[config.mk]
export PLATFORM = sky130hd
export DESIGN_NAME = two_wire_led_display_refresher
export DESIGN_NICKNAME = d
export VERILOG_FILES = /design/src/twld_pkg.sv /design/src/two_wire_led_display_refresher.sv
export SDC_FILE = /design/constraint.sdc
export NUM_CORES = 1
export LEC_CHECK = 0
export BUFFER_PORTS_ARGS = -buffer_cell sky130_fd_sc_hd__clkbuf_2
export CAP_MARGIN = 20
export CORE_ASPECT_RATIO = 0.7
export CORE_MARGIN = 3
export CORE_UTILIZATION = 50
export CTS_CLUSTER_SIZE = 25
export DETAILED_ROUTE_END_ITERATION = 10
export PLACE_DENSITY = 0.69
export SLEW_MARGIN = 30
export SYNTH_ARGS = -nofsm -noshare
export SYNTH_HDL_FRONTEND = slang
export SYNTH_SLANG_ARGS = --single-unit
[constraint.sdc]
create_clock -name clk -period 6.4 [get_ports clk]
set_input_delay 0.96 -clock clk [delete_from_list [all_inputs] [get_ports clk]]
set_output_delay 0.96 -clock clk [all_outputs]
set_load 0.05 [all_outputs]
[src/twld_pkg.sv]
// Package for the two-wire LED display refresher.
// Holds item structs, sequencer enums, register indexes and fixed constants.
// Depends on nothing; used by two_wire_led_display_refresher.sv.
package twld_pkg;

    localparam int DIGITS = 6;
    localparam int DIGIT_IDX_W = 3;
    localparam int BYTE_CNT_W = DIGIT_IDX_W + 1;
    localparam logic [BYTE_CNT_W-1:0] DIGITS_CNT = BYTE_CNT_W'(DIGITS);

    localparam logic [7:0] HALF_BIT_TICKS = 8'd10;
    localparam logic [7:0] CONTROL_BYTE = 8'hF1;
    localparam logic [3:0] ACK_BIT = 4'd8;

    localparam logic [7:0] DATA_COMMAND_RST = 8'h40;
    localparam logic [7:0] FIRST_ADDRESS_RST = 8'hC0;
    localparam logic [7:0] DISPLAY_SETTING_RST = 8'h0F;
    localparam logic [7:0] SHADOW_FIRST_RST = 8'hFF;

    // Request codes carried in req_type.
    localparam logic [1:0] REQ_TICK = 2'd0;
    localparam logic [1:0] REQ_LOAD = 2'd1;
    localparam logic [1:0] REQ_UPDATE = 2'd2;

    // Configuration register indexes.
    localparam logic [1:0] CFG_DATA_COMMAND = 2'd0;
    localparam logic [1:0] CFG_FIRST_ADDRESS = 2'd1;
    localparam logic [1:0] CFG_DISPLAY_SETTING = 2'd2;

    typedef enum logic [1:0] {
        FR_CTRL,
        FR_CTRL_GATED,
        FR_CMD,
        FR_ADDR
    } frame_t;

    typedef enum logic [2:0] {
        ST_S1,
        ST_S2,
        ST_B1,
        ST_B2,
        ST_P1,
        ST_P2
    } step_t;

    typedef struct packed {
        logic [1:0] req_type;
        logic [2:0] digit_index;
        logic [7:0] digit_value;
        logic       sda_in;
    } in_item_t;

    typedef struct packed {
        logic scl;
        logic sda_out;
        logic busy_res;
        logic link_ok;
    } out_item_t;

endpackage

[src/two_wire_led_display_refresher.sv]
// Two-wire LED display refresher: bit-serial master for an LED driver chip.
// Uses twld_pkg for item structs, sequencer enums and constants.
//
// Usage:
// - Input channel (in_valid/in_ready/in_item): each item is a tick that
//   steps the wire sequence, a load of one staged digit byte, or an update
//   request. Every input item yields exactly one result item.
// - Output channel (out_valid/out_ready/out_item): the wire levels to drive
//   (scl, sda_out), busy_res and link_ok, all as they stand after the item.
// - Configuration channel (cfg_valid/cfg_ready/cfg_index/cfg_data): writes
//   data_command, first_address or display_setting; always ready. Write
//   only while no item is in flight. Indexes past the list are ignored.
// The result is registered on acceptance. One item is accepted every cycle
// unless stalled; the whole update is a single pass of logic into the state
// and result registers. Each wire step lasts HALF_BIT_TICKS tick items.
// A single result register parts the sides: while a result waits for
// out_ready, in_ready stays low. Reset returns the sequencer to idle, the
// link to down, the registers and digit stores to their reset values.
module two_wire_led_display_refresher (
    input  logic                clk,
    input  logic                rst_n,
    input  logic                in_valid,
    output logic                in_ready,
    input  twld_pkg::in_item_t  in_item,
    output logic                out_valid,
    input  logic                out_ready,
    output twld_pkg::out_item_t out_item,
    input  logic                cfg_valid,
    output logic                cfg_ready,
    input  logic [1:0]          cfg_index,
    input  logic [7:0]          cfg_data
);

    logic [7:0] data_command_reg;
    logic [7:0] first_address_reg;
    logic [7:0] display_setting_reg;

    logic [7:0] staged_reg [twld_pkg::DIGITS];
    logic [7:0] staged_next [twld_pkg::DIGITS];
    logic [7:0] shadow_reg [twld_pkg::DIGITS];
    logic [7:0] shadow_next [twld_pkg::DIGITS];
    logic [7:0] sent_setting_reg, sent_setting_next;
    logic       link_reg, link_next;
    logic       busy_reg, busy_next;
    twld_pkg::frame_t frame_reg, frame_next;
    twld_pkg::step_t  step_reg, step_next;
    logic [3:0] bit_idx_reg, bit_idx_next;
    logic [twld_pkg::DIGIT_IDX_W-1:0] byte_idx_reg, byte_idx_next;
    logic       cont_reg, cont_next;
    logic [7:0] delay_reg, delay_next;
    logic [7:0] shift_reg, shift_next;

    logic                out_valid_reg, out_valid_next;
    twld_pkg::out_item_t out_item_reg, out_item_next;

    logic accept;
    logic [7:0] delay_inc;
    logic [twld_pkg::BYTE_CNT_W-1:0] byte_inc;
    logic changed;
    logic resend;
    logic level;

    assign accept = in_valid && in_ready;
    assign in_ready = !out_valid_reg || out_ready;
    assign cfg_ready = 1'b1;
    assign out_valid = out_valid_reg;
    assign out_item = out_item_reg;

    assign delay_inc = delay_reg + 8'd1;
    assign byte_inc = {1'b0, byte_idx_reg} + twld_pkg::BYTE_CNT_W'(1);

    // Next state of the sequencer and the digit stores for the current item.
    always_comb
    begin
        staged_next = staged_reg;
        shadow_next = shadow_reg;
        sent_setting_next = sent_setting_reg;
        link_next = link_reg;
        busy_next = busy_reg;
        frame_next = frame_reg;
        step_next = step_reg;
        bit_idx_next = bit_idx_reg;
        byte_idx_next = byte_idx_reg;
        cont_next = cont_reg;
        delay_next = delay_reg;
        shift_next = shift_reg;
        changed = 1'b0;
        resend = 1'b0;

        if (in_item.req_type == twld_pkg::REQ_TICK)
        begin
            if (!busy_reg)
            begin
                delay_next = 8'd0;
                bit_idx_next = 4'd0;
                byte_idx_next = '0;
                cont_next = 1'b0;
            end
            else if (delay_inc < twld_pkg::HALF_BIT_TICKS)
            begin
                delay_next = delay_inc;
            end
            else
            begin
                delay_next = 8'd0;
                unique case (step_reg)
                    twld_pkg::ST_S1: step_next = twld_pkg::ST_S2;
                    twld_pkg::ST_S2: step_next = twld_pkg::ST_B1;
                    twld_pkg::ST_B1:
                    begin
                        // The acknowledge of a control frame decides the link state.
                        if (bit_idx_reg >= twld_pkg::ACK_BIT &&
                            (frame_reg == twld_pkg::FR_CTRL ||
                             frame_reg == twld_pkg::FR_CTRL_GATED))
                        begin
                            link_next = !in_item.sda_in;
                        end
                        step_next = twld_pkg::ST_B2;
                    end
                    twld_pkg::ST_B2:
                    begin
                        if (bit_idx_reg < twld_pkg::ACK_BIT)
                        begin
                            bit_idx_next = bit_idx_reg + 4'd1;
                            shift_next = {shift_reg[6:0], 1'b0};
                            step_next = twld_pkg::ST_B1;
                        end
                        else if (frame_reg == twld_pkg::FR_ADDR &&
                                 byte_inc <= twld_pkg::DIGITS_CNT)
                        begin
                            shift_next = shadow_reg[byte_idx_reg];
                            bit_idx_next = 4'd0;
                            byte_idx_next = byte_inc[twld_pkg::DIGIT_IDX_W-1:0];
                            step_next = twld_pkg::ST_B1;
                        end
                        else
                        begin
                            step_next = twld_pkg::ST_P1;
                        end
                    end
                    twld_pkg::ST_P1: step_next = twld_pkg::ST_P2;
                    default:
                    begin
                        bit_idx_next = 4'd0;
                        byte_idx_next = '0;
                        step_next = twld_pkg::ST_S1;
                        if (frame_reg == twld_pkg::FR_CMD)
                        begin
                            frame_next = twld_pkg::FR_ADDR;
                            shift_next = first_address_reg;
                        end
                        else if ((frame_reg == twld_pkg::FR_CTRL && cont_reg) ||
                                 (frame_reg == twld_pkg::FR_CTRL_GATED && link_reg))
                        begin
                            frame_next = twld_pkg::FR_CMD;
                            shift_next = data_command_reg;
                        end
                        else
                        begin
                            busy_next = 1'b0;
                            cont_next = 1'b0;
                        end
                    end
                endcase
            end
        end
        else if (in_item.req_type == twld_pkg::REQ_LOAD)
        begin
            if ({1'b0, in_item.digit_index} < twld_pkg::DIGITS_CNT)
            begin
                staged_next[in_item.digit_index] = in_item.digit_value;
            end
        end
        else if (in_item.req_type == twld_pkg::REQ_UPDATE && !busy_reg)
        begin
            if (link_reg)
            begin
                resend = (display_setting_reg != sent_setting_reg);
                for (int i = 0; i < twld_pkg::DIGITS; i++)
                begin
                    if (shadow_reg[i] != staged_reg[i])
                    begin
                        shadow_next[i] = staged_reg[i];
                        changed = 1'b1;
                    end
                end
                if (resend)
                begin
                    sent_setting_next = display_setting_reg;
                    frame_next = twld_pkg::FR_CTRL;
                    shift_next = twld_pkg::CONTROL_BYTE;
                    cont_next = changed;
                end
                else
                begin
                    frame_next = twld_pkg::FR_CMD;
                    shift_next = data_command_reg;
                    cont_next = 1'b0;
                end
                if (resend || changed)
                begin
                    busy_next = 1'b1;
                    step_next = twld_pkg::ST_S1;
                    delay_next = 8'd0;
                    bit_idx_next = 4'd0;
                    byte_idx_next = '0;
                end
            end
            else
            begin
                busy_next = 1'b1;
                frame_next = twld_pkg::FR_CTRL_GATED;
                step_next = twld_pkg::ST_S1;
                shift_next = twld_pkg::CONTROL_BYTE;
                delay_next = 8'd0;
                bit_idx_next = 4'd0;
                byte_idx_next = '0;
                cont_next = 1'b0;
            end
        end
    end

    // Wire levels for the state that follows the current item.
    always_comb
    begin
        level = (bit_idx_next >= twld_pkg::ACK_BIT) ? 1'b1 : shift_next[7];
        out_item_next.busy_res = busy_next;
        out_item_next.link_ok = link_next;
        out_item_next.scl = 1'b1;
        out_item_next.sda_out = 1'b1;
        if (busy_next)
        begin
            unique case (step_next)
                twld_pkg::ST_S1:
                begin
                    out_item_next.scl = 1'b1;
                    out_item_next.sda_out = 1'b1;
                end
                twld_pkg::ST_S2:
                begin
                    out_item_next.scl = 1'b1;
                    out_item_next.sda_out = 1'b0;
                end
                twld_pkg::ST_B1:
                begin
                    out_item_next.scl = 1'b1;
                    out_item_next.sda_out = level;
                end
                twld_pkg::ST_B2:
                begin
                    out_item_next.scl = 1'b0;
                    out_item_next.sda_out = level;
                end
                twld_pkg::ST_P1:
                begin
                    out_item_next.scl = 1'b0;
                    out_item_next.sda_out = 1'b0;
                end
                default:
                begin
                    out_item_next.scl = 1'b1;
                    out_item_next.sda_out = 1'b0;
                end
            endcase
        end
    end

    always_comb
    begin
        if (accept)
        begin
            out_valid_next = 1'b1;
        end
        else if (out_ready)
        begin
            out_valid_next = 1'b0;
        end
        else
        begin
            out_valid_next = out_valid_reg;
        end
    end

    always_ff @(posedge clk or negedge rst_n)
    begin
        if (!rst_n)
        begin
            data_command_reg <= twld_pkg::DATA_COMMAND_RST;
            first_address_reg <= twld_pkg::FIRST_ADDRESS_RST;
            display_setting_reg <= twld_pkg::DISPLAY_SETTING_RST;
        end
        else if (cfg_valid && cfg_ready)
        begin
            case (cfg_index)
                twld_pkg::CFG_DATA_COMMAND: data_command_reg <= cfg_data;
                twld_pkg::CFG_FIRST_ADDRESS: first_address_reg <= cfg_data;
                twld_pkg::CFG_DISPLAY_SETTING: display_setting_reg <= cfg_data;
                default: ;
            endcase
        end
    end

    always_ff @(posedge clk or negedge rst_n)
    begin
        if (!rst_n)
        begin
            for (int i = 0; i < twld_pkg::DIGITS; i++)
            begin
                staged_reg[i] <= 8'd0;
                shadow_reg[i] <= (i == 0) ? twld_pkg::SHADOW_FIRST_RST : 8'd0;
            end
            sent_setting_reg <= twld_pkg::DISPLAY_SETTING_RST;
            link_reg <= 1'b0;
            busy_reg <= 1'b0;
            frame_reg <= twld_pkg::FR_CTRL;
            step_reg <= twld_pkg::ST_S1;
            bit_idx_reg <= 4'd0;
            byte_idx_reg <= '0;
            cont_reg <= 1'b0;
            delay_reg <= 8'd0;
            shift_reg <= 8'd0;
        end
        else if (accept)
        begin
            staged_reg <= staged_next;
            shadow_reg <= shadow_next;
            sent_setting_reg <= sent_setting_next;
            link_reg <= link_next;
            busy_reg <= busy_next;
            frame_reg <= frame_next;
            step_reg <= step_next;
            bit_idx_reg <= bit_idx_next;
            byte_idx_reg <= byte_idx_next;
            cont_reg <= cont_next;
            delay_reg <= delay_next;
            shift_reg <= shift_next;
        end
    end

    always_ff @(posedge clk or negedge rst_n)
    begin
        if (!rst_n)
        begin
            out_valid_reg <= 1'b0;
        end
        else
        begin
            out_valid_reg <= out_valid_next;
        end
    end

    always_ff @(posedge clk)
    begin
        if (accept)
        begin
            out_item_reg <= out_item_next;
        end
    end

`ifndef SYNTHESIS
    // While idle the bit, byte and continue fields are all clear.
    assert property (@(posedge clk) disable iff (!rst_n)
        !busy_reg |-> (bit_idx_reg == 4'd0 && byte_idx_reg == '0 && !cont_reg))
        else $error("counters not clear while idle");

    assert property (@(posedge clk) disable iff (!rst_n)
        delay_reg < twld_pkg::HALF_BIT_TICKS)
        else $error("half-bit delay counter out of range");

    assert property (@(posedge clk) disable iff (!rst_n)
        bit_idx_reg <= twld_pkg::ACK_BIT)
        else $error("bit index past the acknowledge bit");

    // Only the address frame walks through digit bytes.
    assert property (@(posedge clk) disable iff (!rst_n)
        {1'b0, byte_idx_reg} <= twld_pkg::DIGITS_CNT &&
        (byte_idx_reg == '0 || frame_reg == twld_pkg::FR_ADDR))
        else $error("byte index outside the address frame");

    assert property (@(posedge clk) disable iff (!rst_n)
        accept |=> out_valid_reg)
        else $error("accepted item produced no result");
`endif

endmodule
==> results by group <==
Global routing
  – Met2 usage: 32.1%
  – Total grt overflow: 0
  – First-pass GRT wire length: approximately 31000 um
  – M3 GR Usage: under 10%
  – Initial antenna violation count: 0
  – Vias in the first global route: 5686
  – Gr busiest metal: met1
  – Total GRT Usage: 22.5%
  – Largest net degree at the start of global routing: 91
  – Met1 Use GR: 33.8%

Finish
  – Final instance area: slightly above 9000 um2
  – Layout cell share with drive strength beyond 1: 34.0%
  – Fillers: 1325
  – Number of inserted diodes: 0
  – Final nets: 767
  – P&R area growth vs syn: 11.2%

CTS
  – Skew-Pair Late Insertion Delay: 0.43 ns
  – Postcts setup bufs: 0
  – Num CTS Buffers: 17
  – Post-CTS Resized: 0
  – CTS Root Cell: clkbuf_16
  – Clock-pin slew on the worst setup and hold paths: 0.07 ns
  – TritonCTS clock tree: done
  – H-tree levels: 4
  – CTS Sinks: 164
  – Hold buffer count at CTS: 0
  – CTS max path bufs: 2

Place
  – Detailed-placement wirelength estimate: 14200 um
  – Buffers on Ports: 34
  – Routability Congestion: 0.899
  – Placed cell area: between 8000 and 9000 um2

Routing
  – Router iterations before antenna repair: 5
  – WL per Instance: 20.1 um
  – DRT iter0 DRCs: 507
  – Via count: around 5600
  – Final ANT Viol Nets: 0
  – Final wirelength: about 19000 um
  – DR vias/cell: 5.83
  – DRC viols: 0

Timing
  – Final count of negative-setup-slack endpoints: 0
  – Final worst-path cycle share: between 50 and 60%
  – Final hold slack: 0.507 ns
  – Slew headroom: 34.9%
  – FMAX: 0.285 GHz
  – Max Slew Vio Count: 0
  – Setup TNS: 0 ns
  – Final Hold Viols: 0
  – Worst Tran Pin Value: 0.973 ns
  – Setup Skew: 0.00985 ns
  – RSZ-0062 raised after global routing: false
  – Final min period: 3.51 ns

Setup path
  – Max Fanout on Critical Path: 12
  – Endpoint class of the critical path: flip-flop
  – CP Launch Type: flip-flop
  – Worst EP arrival: 3.67 ns
  – Worst EP required: 6.55 ns
  – Worst Path Class, Setup: reg2reg

Synth
  – Yosys cell types: slightly above 60
  – Post-synthesis sequential area ratio: 50.0%
  – Number of synthesized register bits: 164
  – Cell count after synthesis: between 600 and 700
  – Post-synth top flop: dfrtp_1
  – Ys async rst share: a little over nine tenths
  – Synth warn: 0
  – Syn_nets: 733
  – Post-synth EDFFs: 4
  – Post-Syn Area: 8300 um2
  – Syn_area_per_cell: 11.9 um2

Floorplan
  – Initial Utilization: 52.2%
  – Core area: 15900 um2
  – Die width: 160 um
  – Core Rows: 38
  – I/O pin total: 36
  – Die H: roughly 110 um
  – DIE AREA: 18200 um2

Pwr
  – PwrDens: roughly 300 nW/um2
  – LEAKAGE: 3.93 nW
  – Max VDD drop: 194 uV
  – Tot Pwr: roughly 2.8 mW

Run status
  – Status: finished clean

Run
  – Max_cap viols: 0

Worst hold path
  – Worst hold path type: reg2reg
path summary, 6_finish.rpt:
kind	start	slack, ns	depth (start not counted)	end
setup reg to reg	step_reg[2]$_DFFE_PN0P_	2.89	8	out_item[2]$_SDFFCE_PN1P_
hold reg to reg	shift_reg[0]$_DFFE_PN0P_	0.51	1	shift_reg[0]$_DFFE_PN0P_
max in group asynchronous	rst_n	4.72	2	shadow_reg[15]$_DFFE_PN0P_
setup / recovery	step_reg[2]$_DFFE_PN0P_	2.89	8	out_item[2]$_SDFFCE_PN1P_
min in group asynchronous	rst_n	0.56	1	staged_reg[45]$_DFFE_PN0P_
hold / removal	shift_reg[0]$_DFFE_PN0P_	0.51	1	shift_reg[0]$_DFFE_PN0P_
synthesized netlist by cell type, types with 4 or more instances:
cell,n,area [um2]
dfrtp_1,141,3530
mux2_2,141,1590
xnor2_1,58,508
nand2_1,47,176
nor2_1,30,113
o21ai_0,29,145
a21oi_1,26,130
inv_1,22,82.6
dfstp_2,19,499
nand4_1,17,106
clkbuf_1,13,48.8
mux2i_1,9,90.1
mux4_2,8,180
nor2_2,8,50.1
nor2b_1,8,50.1
o22ai_1,8,50.1
a22oi_1,7,52.6
o31ai_1,7,52.6
and3_1,6,37.5
buf_2,6,30.0
nand3_1,6,30.0
ha_1,5,62.6
a31oi_1,4,25.0
edfxtp_1,4,120
nand2b_1,4,25.0
nor3_1,4,20.0
nor4_1,4,25.0
o21a_1,4,30.0
worst max-delay path, stage by stage (launching register included):
cell	delay [ns]
dfrtp_1	0.53
nand2b_1	0.26
nor2_1	0.77
o21ai_0	0.20
o21ai_0	0.20
o31ai_1	0.11
a211o_1	0.32
a2111oi_0	0.71
o31ai_1	0.15
cells by family after synthesis:
| logic type | synth area share [%] |
|---|---|
| other cells | 0.0452 |
| buf+inv | 2.26 |
| xor+xnor | 6.23 |
| compound gates | 8.97 |
| mux | 22.4 |
| fa+ha+maj | 0.875 |
| simple gates | 9.22 |
| flops | 50.0 |
final cells by class:
class                      count  area [um2]  share of cell area [%]
multi-input combinational    490        3960                    42.9
timing repair buffer          37         203                    2.20
inverter                      23        86.3                   0.936
sequential                   164        4150                    45.0
clock buffer                  20         447                    4.84
tap                          220         275                    2.99
clock inverter                12         101                    1.10
cell usage in the layout, fill, tap and decap left out, types with 3 or more instances in the layout:
master	netlist	final
mux2i_1	9	9
o21ai_0	29	29
clkbuf_16	0	17
inv_1	22	22
a21oi_2	3	3
o21ai_1	3	3
nand3_1	6	6
clkinv_4	0	4
nand4_1	17	17
and3_1	6	6
nor3b_1	3	3
o21a_1	4	4
nor3_1	4	4
nand3b_1	3	3
a211oi_1	3	3
dfstp_2	19	19
nand2b_1	4	4
o41ai_1	3	3
a211o_1	3	3
a31oi_1	4	4
nor2_1	30	30
mux4_2	8	8
clkbuf_2	0	33
o31ai_1	7	7
xnor2_1	58	58
nand2_1	47	47
ha_1	5	5
nor4_1	4	4
edfxtp_1	4	4
a21oi_1	26	26
a22oi_1	7	7
dfrtp_1	141	140
nor2b_1	8	8
mux2_2	141	141
o22ai_1	8	8
nor2_2	8	8
through the flow:
| step | setup WS (ns) | util, % | std cells |
|---|---|---|---|
| global placement | 2.83 | 54.6 | 934 |
| global route | 2.55 | 58.1 | 966 |
| floorplan | 3.36 | - | 699 |
| detailed placement | 2.80 | 54.6 | 934 |
| CTS | 2.79 | 58.0 | 966 |
| finish | 2.89 | 58.1 | 966 |
per-layer routing:
metal | vias up | share of wire (%)
met3 | 15 | 7.6
li1 | 2588 | -
met4 | 0 | 1.1
met1 | 2859 | 48
met2 | 171 | 43
met5 | - | 0
power by group:
part | leakage, nW | switching, mW | internal [mW]
combinational | 1.57 | 0.235 | 0.231
sequential | 2.10 | 0.145 | 1.19
clock | 0.265 | 0.437 | 0.516
total | 3.93 | 0.817 | 1.94
(Power assumes the default switching activity.)
